--- config.mk ---
export PLATFORM = sky130hd
export DESIGN_NAME = axis_delta_to_rate_limited_taps
export DESIGN_NICKNAME = d
export VERILOG_FILES = /design/src/design/adrlt_pkg.sv /design/src/design/adrlt_cfg_regs.sv /design/src/design/adrlt_core.sv /design/src/design/axis_delta_to_rate_limited_taps.sv
export SDC_FILE = /design/constraint.sdc
export NUM_CORES = 1
export LEC_CHECK = 0
export BUFFER_PORTS_ARGS = -buffer_cell sky130_fd_sc_hd__buf_2
export CAP_MARGIN = 40
export CORE_UTILIZATION = 55
export CTS_BUF_LIST = sky130_fd_sc_hd__clkbuf_4 sky130_fd_sc_hd__clkbuf_8 sky130_fd_sc_hd__clkbuf_16
export CTS_CLUSTER_DIAMETER = 40
export DETAILED_ROUTE_END_ITERATION = 7
export PLACE_DENSITY_LB_ADDON = 0.3
export SLEW_MARGIN = 20
export SYNTH_ARGS = -nofsm -noshare
export SYNTH_HDL_FRONTEND = slang
export SYNTH_HIERARCHICAL = 1
export SYNTH_SLANG_ARGS = --single-unit
export TNS_END_PERCENT = 5
--- constraint.sdc ---
create_clock -name i_clk -period 4.9 [get_ports i_clk]
set_input_delay 0.735 -clock i_clk [delete_from_list [all_inputs] [get_ports i_clk]]
set_output_delay 0.735 -clock i_clk [all_outputs]
set_load 0.01 [all_outputs]
--- src/design/adrlt_pkg.sv ---
`timescale 1ns / 1ps

package adrlt_pkg;

    // Accumulator width: holds two tick sizes plus one signed motion value.
    localparam int ACC_W = 18;

    localparam int CFG_IDX_W  = 3;
    localparam int CFG_DATA_W = 16;

    // Configuration register indexes.
    localparam logic [CFG_IDX_W-1:0] CFG_MATCH_TYPE     = 3'd0;
    localparam logic [CFG_IDX_W-1:0] CFG_MATCH_CODE     = 3'd1;
    localparam logic [CFG_IDX_W-1:0] CFG_TICK_SIZE      = 3'd2;
    localparam logic [CFG_IDX_W-1:0] CFG_TAP_INTERVAL   = 3'd3;
    localparam logic [CFG_IDX_W-1:0] CFG_INSTANCE_INDEX = 3'd4;

    // Reset values of the configuration registers.
    localparam logic [15:0] RST_MATCH_TYPE     = 16'd2;
    localparam logic [15:0] RST_MATCH_CODE     = 16'd0;
    localparam logic [14:0] RST_TICK_SIZE      = 15'd1;
    localparam logic [15:0] RST_TAP_INTERVAL   = 16'd0;
    localparam logic [7:0]  RST_INSTANCE_INDEX = 8'd0;

    // Operation codes of an input word.
    localparam logic OP_MOTION = 1'b0;
    localparam logic OP_TICK   = 1'b1;

    typedef struct packed {
        logic [15:0] match_type;
        logic [15:0] match_code;
        logic [14:0] tick_size;
        logic [15:0] tap_interval;
        logic [7:0]  instance_index;
    } t_cfg;

    typedef struct packed {
        logic               operation;
        logic [15:0]        event_type;
        logic [15:0]        event_code;
        logic signed [15:0] event_value;
        logic [7:0]         source_index;
    } t_item;

    typedef struct packed {
        logic       consumed;
        logic       tap_fire;
        logic       tap_direction;
        logic [7:0] tap_source;
        logic [7:0] tap_instance;
    } t_result;

endpackage

--- src/design/adrlt_cfg_regs.sv ---
`timescale 1ns / 1ps

module adrlt_cfg_regs (
    input  logic                                i_clk,
    input  logic                                i_rst_n,
    input  logic                                i_wr_en,
    input  logic [adrlt_pkg::CFG_IDX_W-1:0]     i_wr_index,
    input  logic [adrlt_pkg::CFG_DATA_W-1:0]    i_wr_data,
    output adrlt_pkg::t_cfg                     o_cfg
);
    import adrlt_pkg::*;

    t_cfg r_cfg;

    always_ff @(posedge i_clk) begin
        if (!i_rst_n) begin
            r_cfg.match_type     <= RST_MATCH_TYPE;
            r_cfg.match_code     <= RST_MATCH_CODE;
            r_cfg.tick_size      <= RST_TICK_SIZE;
            r_cfg.tap_interval   <= RST_TAP_INTERVAL;
            r_cfg.instance_index <= RST_INSTANCE_INDEX;
        end else if (i_wr_en) begin
            case (i_wr_index)
                CFG_MATCH_TYPE:     r_cfg.match_type     <= i_wr_data;
                CFG_MATCH_CODE:     r_cfg.match_code     <= i_wr_data;
                CFG_TICK_SIZE:      r_cfg.tick_size      <= i_wr_data[14:0];
                CFG_TAP_INTERVAL:   r_cfg.tap_interval   <= i_wr_data;
                CFG_INSTANCE_INDEX: r_cfg.instance_index <= i_wr_data[7:0];
                default: ;
            endcase
        end
    end

    assign o_cfg = r_cfg;

endmodule

--- src/design/adrlt_core.sv ---
`timescale 1ns / 1ps

module adrlt_core (
    input  logic                i_clk,
    input  logic                i_rst_n,
    input  logic                i_step,
    input  adrlt_pkg::t_item    i_item,
    input  adrlt_pkg::t_cfg     i_cfg,
    output adrlt_pkg::t_result  o_res
);
    import adrlt_pkg::*;

    logic signed [ACC_W-1:0] r_acc;
    logic                    r_pending;
    logic [15:0]             r_countdown;
    logic [7:0]              r_last_src;

    logic signed [ACC_W-1:0] n_acc;
    logic                    n_pending;
    logic [15:0]             n_countdown;
    logic [7:0]              n_last_src;

    logic signed [ACC_W-1:0] tick;
    logic signed [ACC_W-1:0] neg_tick;
    logic signed [ACC_W-1:0] two_tick;
    logic signed [ACC_W-1:0] neg_two_tick;
    logic signed [ACC_W-1:0] sum;
    logic signed [ACC_W-1:0] acc_dec;
    logic signed [ACC_W-1:0] acc_inc;
    logic signed [ACC_W-1:0] remain;
    logic                    match;
    logic                    take_pos;
    logic                    take_neg;
    t_result                 res;

    always_comb begin
        // A tick size of zero behaves as one.
        tick = (i_cfg.tick_size == 15'd0) ? ACC_W'(1) : ACC_W'({1'b0, i_cfg.tick_size});
        neg_tick     = -tick;
        two_tick     = tick <<< 1;
        neg_two_tick = -two_tick;

        sum     = r_acc + ACC_W'(i_item.event_value);
        acc_dec = r_acc - tick;
        acc_inc = r_acc + tick;

        match    = (i_item.event_type == i_cfg.match_type) &&
                   (i_item.event_code == i_cfg.match_code);
        take_pos = (r_acc >= tick);
        take_neg = !take_pos && (r_acc <= neg_tick);
        remain   = take_pos ? acc_dec : acc_inc;
    end

    always_comb begin
        n_acc       = r_acc;
        n_pending   = r_pending;
        n_countdown = r_countdown;
        n_last_src  = r_last_src;
        res         = '0;

        if (i_item.operation == OP_MOTION) begin
            if (match) begin
                if (sum > two_tick) begin
                    n_acc = two_tick;
                end else if (sum < neg_two_tick) begin
                    n_acc = neg_two_tick;
                end else begin
                    n_acc = sum;
                end
                n_last_src = i_item.source_index;
                if (!r_pending) begin
                    n_pending   = 1'b1;
                    n_countdown = i_cfg.tap_interval;
                end
                res.consumed = 1'b1;
            end
        end else if (r_pending) begin
            if (r_countdown > 16'd1) begin
                n_countdown = r_countdown - 16'd1;
            end else begin
                // Timer expired: emit a tap if a full tick size is stored.
                n_pending   = 1'b0;
                n_countdown = '0;
                if (take_pos || take_neg) begin
                    n_acc             = remain;
                    res.tap_fire      = 1'b1;
                    res.tap_direction = take_pos;
                    res.tap_source    = r_last_src;
                    res.tap_instance  = i_cfg.instance_index;
                    if ((remain >= tick) || (remain <= neg_tick)) begin
                        n_pending   = 1'b1;
                        n_countdown = i_cfg.tap_interval;
                    end
                end
            end
        end
    end

    always_ff @(posedge i_clk) begin
        if (!i_rst_n) begin
            r_acc       <= '0;
            r_pending   <= 1'b0;
            r_countdown <= '0;
            r_last_src  <= '0;
        end else if (i_step) begin
            r_acc       <= n_acc;
            r_pending   <= n_pending;
            r_countdown <= n_countdown;
            r_last_src  <= n_last_src;
        end
    end

    assign o_res = res;

endmodule

--- src/design/axis_delta_to_rate_limited_taps.sv ---
`timescale 1ns / 1ps

// Channel   Direction  Handshake                   Payload
// input     in         i_in_valid / o_in_stall     operation, event type/code/value, source
// output    out        o_out_valid / i_out_stall   consumed, tap fire/direction/source/instance
// config    in         i_cfg_valid / o_cfg_ready   register index, write data
//
// Every input word yields exactly one result word: an accepted word is held in the input
// register and then enters the result register, from which it is offered on the output.
// One word per cycle is sustained, so the only limit is the output stall.
// Reset (synchronous, active low) clears the accumulator, the tap timer, the recorded
// source and all valid flags, and loads the configuration defaults.
// While the output is stalled with a full result register, a held input word raises
// o_in_stall; configuration writes are always taken.

module axis_delta_to_rate_limited_taps (
    input  logic                i_clk,
    input  logic                i_rst_n,

    input  logic                i_in_valid,
    output logic                o_in_stall,
    input  logic                i_operation,
    input  logic [15:0]         i_event_type,
    input  logic [15:0]         i_event_code,
    input  logic signed [15:0]  i_event_value,
    input  logic [7:0]          i_source_index,

    output logic                o_out_valid,
    input  logic                i_out_stall,
    output logic                o_consumed,
    output logic                o_tap_fire,
    output logic                o_tap_direction,
    output logic [7:0]          o_tap_source,
    output logic [7:0]          o_tap_instance,

    input  logic                                i_cfg_valid,
    output logic                                o_cfg_ready,
    input  logic [adrlt_pkg::CFG_IDX_W-1:0]     i_cfg_index,
    input  logic [adrlt_pkg::CFG_DATA_W-1:0]    i_cfg_data
);
    import adrlt_pkg::*;

    t_cfg    cfg;
    t_result core_res;

    logic    r_in_valid;
    t_item   r_item;
    logic    r_out_valid;
    t_result r_res;

    logic    out_blocked;
    logic    step;

    // The configuration registers can be written in any cycle.
    assign o_cfg_ready = 1'b1;

    adrlt_cfg_regs u_cfg_regs (
        .i_clk      (i_clk),
        .i_rst_n    (i_rst_n),
        .i_wr_en    (i_cfg_valid && o_cfg_ready),
        .i_wr_index (i_cfg_index),
        .i_wr_data  (i_cfg_data),
        .o_cfg      (cfg)
    );

    // The result register is blocked when it holds a word that the sink stalls.
    // The held input word then cannot move, and neither can a new one enter.
    assign out_blocked = r_out_valid && i_out_stall;
    assign o_in_stall  = r_in_valid && out_blocked;
    assign step        = r_in_valid && !out_blocked;

    always_ff @(posedge i_clk) begin
        if (!i_rst_n) begin
            r_in_valid <= 1'b0;
        end else if (!o_in_stall) begin
            r_in_valid <= i_in_valid;
        end
    end

    always_ff @(posedge i_clk) begin
        if (!o_in_stall) begin
            r_item.operation    <= i_operation;
            r_item.event_type   <= i_event_type;
            r_item.event_code   <= i_event_code;
            r_item.event_value  <= i_event_value;
            r_item.source_index <= i_source_index;
        end
    end

    // State update and result for the word in the input register.
    adrlt_core u_core (
        .i_clk   (i_clk),
        .i_rst_n (i_rst_n),
        .i_step  (step),
        .i_item  (r_item),
        .i_cfg   (cfg),
        .o_res   (core_res)
    );

    always_ff @(posedge i_clk) begin
        if (!i_rst_n) begin
            r_out_valid <= 1'b0;
        end else if (!out_blocked) begin
            r_out_valid <= r_in_valid;
        end
    end

    always_ff @(posedge i_clk) begin
        if (step) begin
            r_res <= core_res;
        end
    end

    assign o_out_valid     = r_out_valid;
    assign o_consumed      = r_res.consumed;
    assign o_tap_fire      = r_res.tap_fire;
    assign o_tap_direction = r_res.tap_direction;
    assign o_tap_source    = r_res.tap_source;
    assign o_tap_instance  = r_res.tap_instance;

`ifndef ASSERT_OFF
    // A valid result word is never both consumed and a tap: motion never fires, ticks are never consumed.
    a_fire_not_consumed: assert property (@(posedge i_clk) disable iff (!i_rst_n)
        o_out_valid |-> !(o_consumed && o_tap_fire))
        else $error("result word is both consumed and a tap");

    // An accepted input word is held in the input register on the next cycle.
    a_accept_lands: assert property (@(posedge i_clk) disable iff (!i_rst_n)
        (i_in_valid && !o_in_stall) |=> r_in_valid)
        else $error("accepted input word was lost");

    // A word waiting behind a stalled result must hold off the source.
    a_backpressure: assert property (@(posedge i_clk) disable iff (!i_rst_n)
        (r_in_valid && r_out_valid && i_out_stall) |-> (o_in_stall && !step))
        else $error("input word advanced past a stalled result");
`endif

endmodule

### Yosys cells after proc, flatten, opt, wreduce, memory -nomap -nowiden

Cells that the tools add are included.
Widths: inputs -> output; s select.

* reductions and logical operators: 23
* divide/modulo/power cells: 0
* $mul: 0
* shift-type cells: 0
* equal/unequal tests: 10
* bitwise operators: 3
* order comparisons: 7
* $add $sub $neg: 6
* mux-type cells: 24

Operators with widths (number)
* $mux 18: 9
* $mux 16: 7
* $ge 18x18->1: 2
* $le 18x18->1: 2
* $neg 18->18: 2
* $eq 16x16->1: 2
* $add 18x16->18: 1
* $add 18x18->18: 1
* $gt 18x18->1: 1
* $lt 18x18->1: 1
* $sub 18x18->18: 1
* $gt 16x1->1 const B: 1
* $sub 16x1->16 const B: 1
* $logic_not 15->1: 1
* $mux 15: 1
* $reduce_and 2->1: 6
* $mux 1: 7
* $eq 3x2->1 const B: 2
* $logic_and 1x1->1: 5
* $reduce_and 5->1: 1
* $ne 2x1->1 const B: 2
* $ne 2x2->1 const B: 2
* $reduce_and 4->1: 1
* $reduce_or 4->1: 1
* 9 further kinds: 13

* latch bits: 0
* logic and storage cells: 94
* bits in registers: 192
* bits in read-only memories: 0
* output and inout bits: 22
* memories kept: 0
* bits in writable memories: 0
* input bits: 81

### Longest topological paths before layout

* depth in word-level cells: 11
* depth in mapped cells: 26

### Hierarchy

The synthesis kept the hierarchy.

Modules (own cells, without submodules)
* adrlt_core: cells an instance 1026, instances 1, area an instance 7569.8 um2
* adrlt_cfg_regs: cells an instance 255, instances 1, area an instance 2677.6 um2
* axis_delta_to_rate_limited_taps: cells an instance 86, instances 1, area an instance 2373.5 um2

### Worst setup path after synthesis

OpenSTA, ideal clock, no wires.

* path kind: reg-to-reg
* start: reg u_cfg_regs.r_cfg (netlist bit u_cfg_regs/o_cfg[34])
* end: reg u_core.r_countdown[2]
* data arrival time: 5.261 ns
* buffers on the path: 2
* stages on the path, launching flop included: 26
* clock period less this slack: 5.403 ns
* setup slack: -0.503 ns
* cell sequence: dfxtp_1 > or4_4 > nor3_2 > a31o_2 > ha_1 > inv_1 > fa_1 > a21oi_1 > o22ai_1 > nor3_1 > o211ai_2 > clkbuf_1 > a21oi_1 > a31oi_1 > xnor2_1 > ha_1 > nand4_1 > a311oi_1 > a2111oi_1 > o211ai_2 > a31o_1 > o31ai_1 > o2111a_1 > or3_1 > buf_2 > a41oi_2

* cells in the longest elaborated chain, start to end: 11
* elaborated cells on any way between the ends: 19
* those cells by class: add/sub (3); order compare (4); mux (7); reduce/logical (5)

Ends and longest elaborated chain
* from (decl): line adrlt_cfg_regs.sv:13 `t_cfg r_cfg;`
* $logic_not 15->1: line adrlt_core.sv:38 `tick = (i_cfg.tick_size == 15'd0) ? ACC_W'(1) : ACC_W'({1'b0, i_cfg.tick_size});`
* $mux 15 *: line adrlt_core.sv:38
* $add 18x18->18, or another cell as far along: line adrlt_core.sv:45 `acc_inc = r_acc + tick;`
* $mux 18: line adrlt_core.sv:51 `remain = take_pos ? acc_dec : acc_inc;`
* $ge 18x18->1 or $le 18x18->1 (tied branches): line adrlt_core.sv:90 `if ((remain >= tick) || (remain <= neg_tick)) begin`
* $logic_or 1x1->1: line adrlt_core.sv:90
* $mux 16: line adrlt_core.sv:90
* $mux 16 *: line adrlt_core.sv:84 `if (take_pos || take_neg) begin`
* $mux 16 *: line adrlt_core.sv:78 `if (r_countdown > 16'd1) begin`
* $mux 16 *: line adrlt_core.sv:77 `end else if (r_pending) begin`
* $mux 16 *: line adrlt_core.sv:61 `if (i_item.operation == OP_MOTION) begin`
* to (signal assigned): line adrlt_core.sv:108 `r_countdown <= n_countdown;`
* to (decl): line adrlt_core.sv:15 `logic [15:0] r_countdown;`

Every way passes the cells marked *; elsewhere a longest branch is shown, timed or not. The select of a mux whose other input is x is not followed.
A chain may end at the register's enable or synchronous reset.

### Worst setup path in the final report

* start: reg u_cfg_regs.r_cfg (netlist bit u_cfg_regs/o_cfg[34])
* end: reg u_core.r_countdown[7]

The elaborated chain is that of the path after synthesis.

==> impl_metrics.yaml <==
status:
  status: "finished, violations left"
  failed_checks: "setup timing"
floorplanning:
  coreArea_um2: 22570
  design.die.area_um2: 23560
  die_w_um: 153.5
  fp-row-count: 55
  die_y_um: 153.5
  io_pins: 103
  start_util: 0.5591
synthesis:
  ys.warnings.count: 6
  netlist_area_um2: 12620
  avgSynthCellArea_um2: 9.233
  ys_ff_latch: 192
  synth_edf_count: 76
  ys_seq_area_frac: 0.3648
  synthArstFlopShare: 0
  netlist_instances: 1367
  yosysTopAreaCellShare: 0.1840
  ys_top_cells_by_count: "nand2_1, ha_1, dfxtp_1"
  yosysTopAreaCell: "dfxtp_1"
  netlist_top_cells_area: "dfxtp_1, edfxtp_1, ha_1"
  synth.distinct_cells: 81
  synthFlopType: "dfxtp_1"
  synth.most_common_cell: "nand2_1"
drt:
  vias_per_cell: 5.872
  drc: 0
  drtPass1Iterations: 5
  wl_mm: 35.96
  vias: 11074
  detail-route-antenna-nets: 0
  avgRoutedWirePerCell_um: 19.07
  dr.first_iter.drc_count: 791
pwr:
  power_w: 0.003789
  swShare: 0.2938
  power_frac_seq: 0.456
  p_int_w: 0.002676
  p_clk_frac: 0.403
  power.density_nw_per_um2: 245.3
  p_comb_frac: 0.141
  p_leak_nw: 7.169
  peakVddDrop_v: 0.0002544
  p_switching_w: 0.001113
global_routing:
  grt_use_total: 0.3063
  antenna_found_initial: 0
  grt_max_degree: 59
  grt_pass1_vias: 10777
  grt_first_pass_wirelength_mm: 56.28
  grt_overflow: 0
setup_path:
  timing.rr.end: "u_core/r_countdown[7]"
  critPathLaunchType: "register"
  worstSetupPathType: "reg -> reg"
  required_ps: 5200
  rr_startpoint: "u_cfg_regs/o_cfg[34]"
  r2r_cells: 24
  crit_fanout: 7
  crit_arrival_ps: 5520
  r2r_slack_ps: -320
  cp-end-kind: "register"
timing:
  worst_pin_slew_ps: 831.7
  setup_ws_ps: -320.7
  hold_viol_final: 0
  fin_setup_tns_ps: -4396
  drv_slew: 0
  setup_violations: 17
  max_freq_mhz: 191.5
  post-route-period-util: 1.065
  grt_setup_unrepaired: "yes"
  final.min_clock_period_ps: 5221
  slew_headroom: 0.4449
  clock_skew_ps: 22.31
layout:
  antenna_cells: 0
  fin_cells: 1886
  finalNetCount: 1804
  syn_to_final_growth_pct: 22.39
  drive_above_1_share: 0.2311
cts:
  h-tree-depth: 4
  cts_tree: "built"
  cts.clk_slew.worst_paths_ps: 90
  clock-sinks: 192
  clockRootBuffer: "clkbuf_16"
  cts_max_path_buffers: 2
  worst_skew_pair.late_latency_ps: 460
  cts_buffers: 17
place:
  placed_cells: 1843
  place_congestion: 0.9483
  dp_hpwl_mm: 27.21
  post-place-ws_ps: -592.4
  portBuffers: 101
min_path:
  min_to: "r_item[25]"
  min-delay-start: "i_event_code[1]"
  whs_path_depth: 1
  hp-class: "in -> reg"
run:
  drv_cap: 0
## how the worst max path moves through the flow
| stage | start | to | slack [ps] | cells past startpoint |
|---|---|---|---|---|
| floorplan | u_cfg_regs/o_cfg[37] | u_core/r_countdown[12] | -120 | 24 |
| global placement | u_cfg_regs/o_cfg[37] | u_core/r_countdown[0] | -490 | 25 |
| detailed placement | u_cfg_regs/o_cfg[37] | u_core/r_countdown[0] | -590 | 25 |
| CTS | u_cfg_regs/o_cfg[34] | u_core/r_countdown[0] | -310 | 25 |
| global route | u_cfg_regs/o_cfg[34] | u_core/r_countdown[5] | -540 | 24 |
| finish | u_cfg_regs/o_cfg[34] | u_core/r_countdown[7] | -320 | 24 |
## cell type report
class / instances / area (um2)
Multi-Input combinational cell: 1047 / 7781
Fill cell: 1737 / 7126
Sequential cell: 192 / 4606
Timing Repair Buffer: 266 / 1807
Clock buffer: 17 / 425.4
Tap cell: 285 / 356.6
Inverter: 64 / 240.2
Clock inverter: 15 / 230.2
## flip-flops by register name, indices dropped and copies added, names as in the netlist
signal and count:
u_cfg_regs/o_cfg 71, r_item 57, u_core/r_acc 18, u_core/r_countdown 16, o_tap_instance 8, o_tap_source 8
u_core/r_last_src 8, o_consumed 1, o_out_valid 1, o_tap_direction 1, o_tap_fire 1, r_in_valid 1
u_core/r_pending 1
## critical path, stage by stage (launching register included)
cell and delay, ps:
dfxtp_2 320, or4_4 550, nor3_4 160, a31o_4 210
ha_4 140, inv_2 40, fa_2 370, a21oi_4 180
o22ai_2 110, nor3_2 140, o211ai_2 170, mux2i_1 230
xor2_1 240, inv_1 70, ha_1 300, a21oi_1 150
nor2_1 90, a2111oi_4 370, o211ai_2 110, a31o_1 210
o31ai_2 220, o2111a_2 280, o32a_1 180, buf_6 130
o22ai_1 80
## power by group through the flow
stage                     clock (W)  sequential [W]  combinational, W
after floorplan                   0         0.00176          0.000296
after global placement            0         0.00176          0.000476
after detailed placement          0         0.00177          0.000485
after CTS                   0.00155         0.00173          0.000511
after global routing        0.00161         0.00173          0.000577
final                       0.00153         0.00173          0.000533
## logic make-up after synthesis
group	count (synthesis)	synth area share
simple gates	410	0.1537
compound gates	318	0.1669
flops	192	0.3648
fa+ha+maj	135	0.1356
buf+inv	132	0.04540
mux	94	0.07465
xor+xnor	84	0.05829
other cells	2	0.0005950
## repair_timing
action	in CTS	in global routing
gates resized for setup	36	31
hold buffers	0	0
pin swaps	33	27
gates cloned	0	1
setup endpoints to repair	17	50
setup buffers	10	0
## metrics by stage
step / hold WS [ps] / util / cell area (um2)
final: 443.4 / 0.6843 / 15450
after global routing: 430.1 / 0.6843 / 15450
after CTS: 439.3 / 0.6776 / 15290
after detailed placement: 450.9 / 0.6383 / 14410
after global placement: 445.9 / 0.6363 / 14360
after floorplan: 433.2 / - / 12680
## layer usage
| layer | global-route usage | routed length (um) | share of wire |
|---|---|---|---|
| met1 | 0.4122 | 15830 | 0.44 |
| met2 | 0.4842 | 16170 | 0.45 |
| met3 | 0.04480 | 2442 | 0.068 |
| met4 | 0.1452 | 1516 | 0.042 |
| met5 | 0 | 0 | 0 |
## placed cells by master, fill, tap and decap left out, drive strengths merged, types with 13 or more instances in the layout
| master | instances |
|---|---|
| buf | 266 |
| nand2 | 160 |
| ha | 132 |
| dfxtp | 116 |
| mux2i | 93 |
| nor2 | 88 |
| a21oi | 82 |
| edfxtp | 76 |
| inv | 75 |
| o21ai | 68 |
| xnor2 | 44 |
| xor2 | 40 |
| nand3 | 30 |
| o211ai | 21 |
| nor3 | 21 |
| o21a | 20 |
| nor2b | 20 |
| a31oi | 20 |
| a21o | 18 |
| and2 | 18 |
| clkbuf | 17 |
| nor4 | 17 |
| nand4 | 17 |
| nand2b | 13 |
Power figures use the tool's default switching activity.
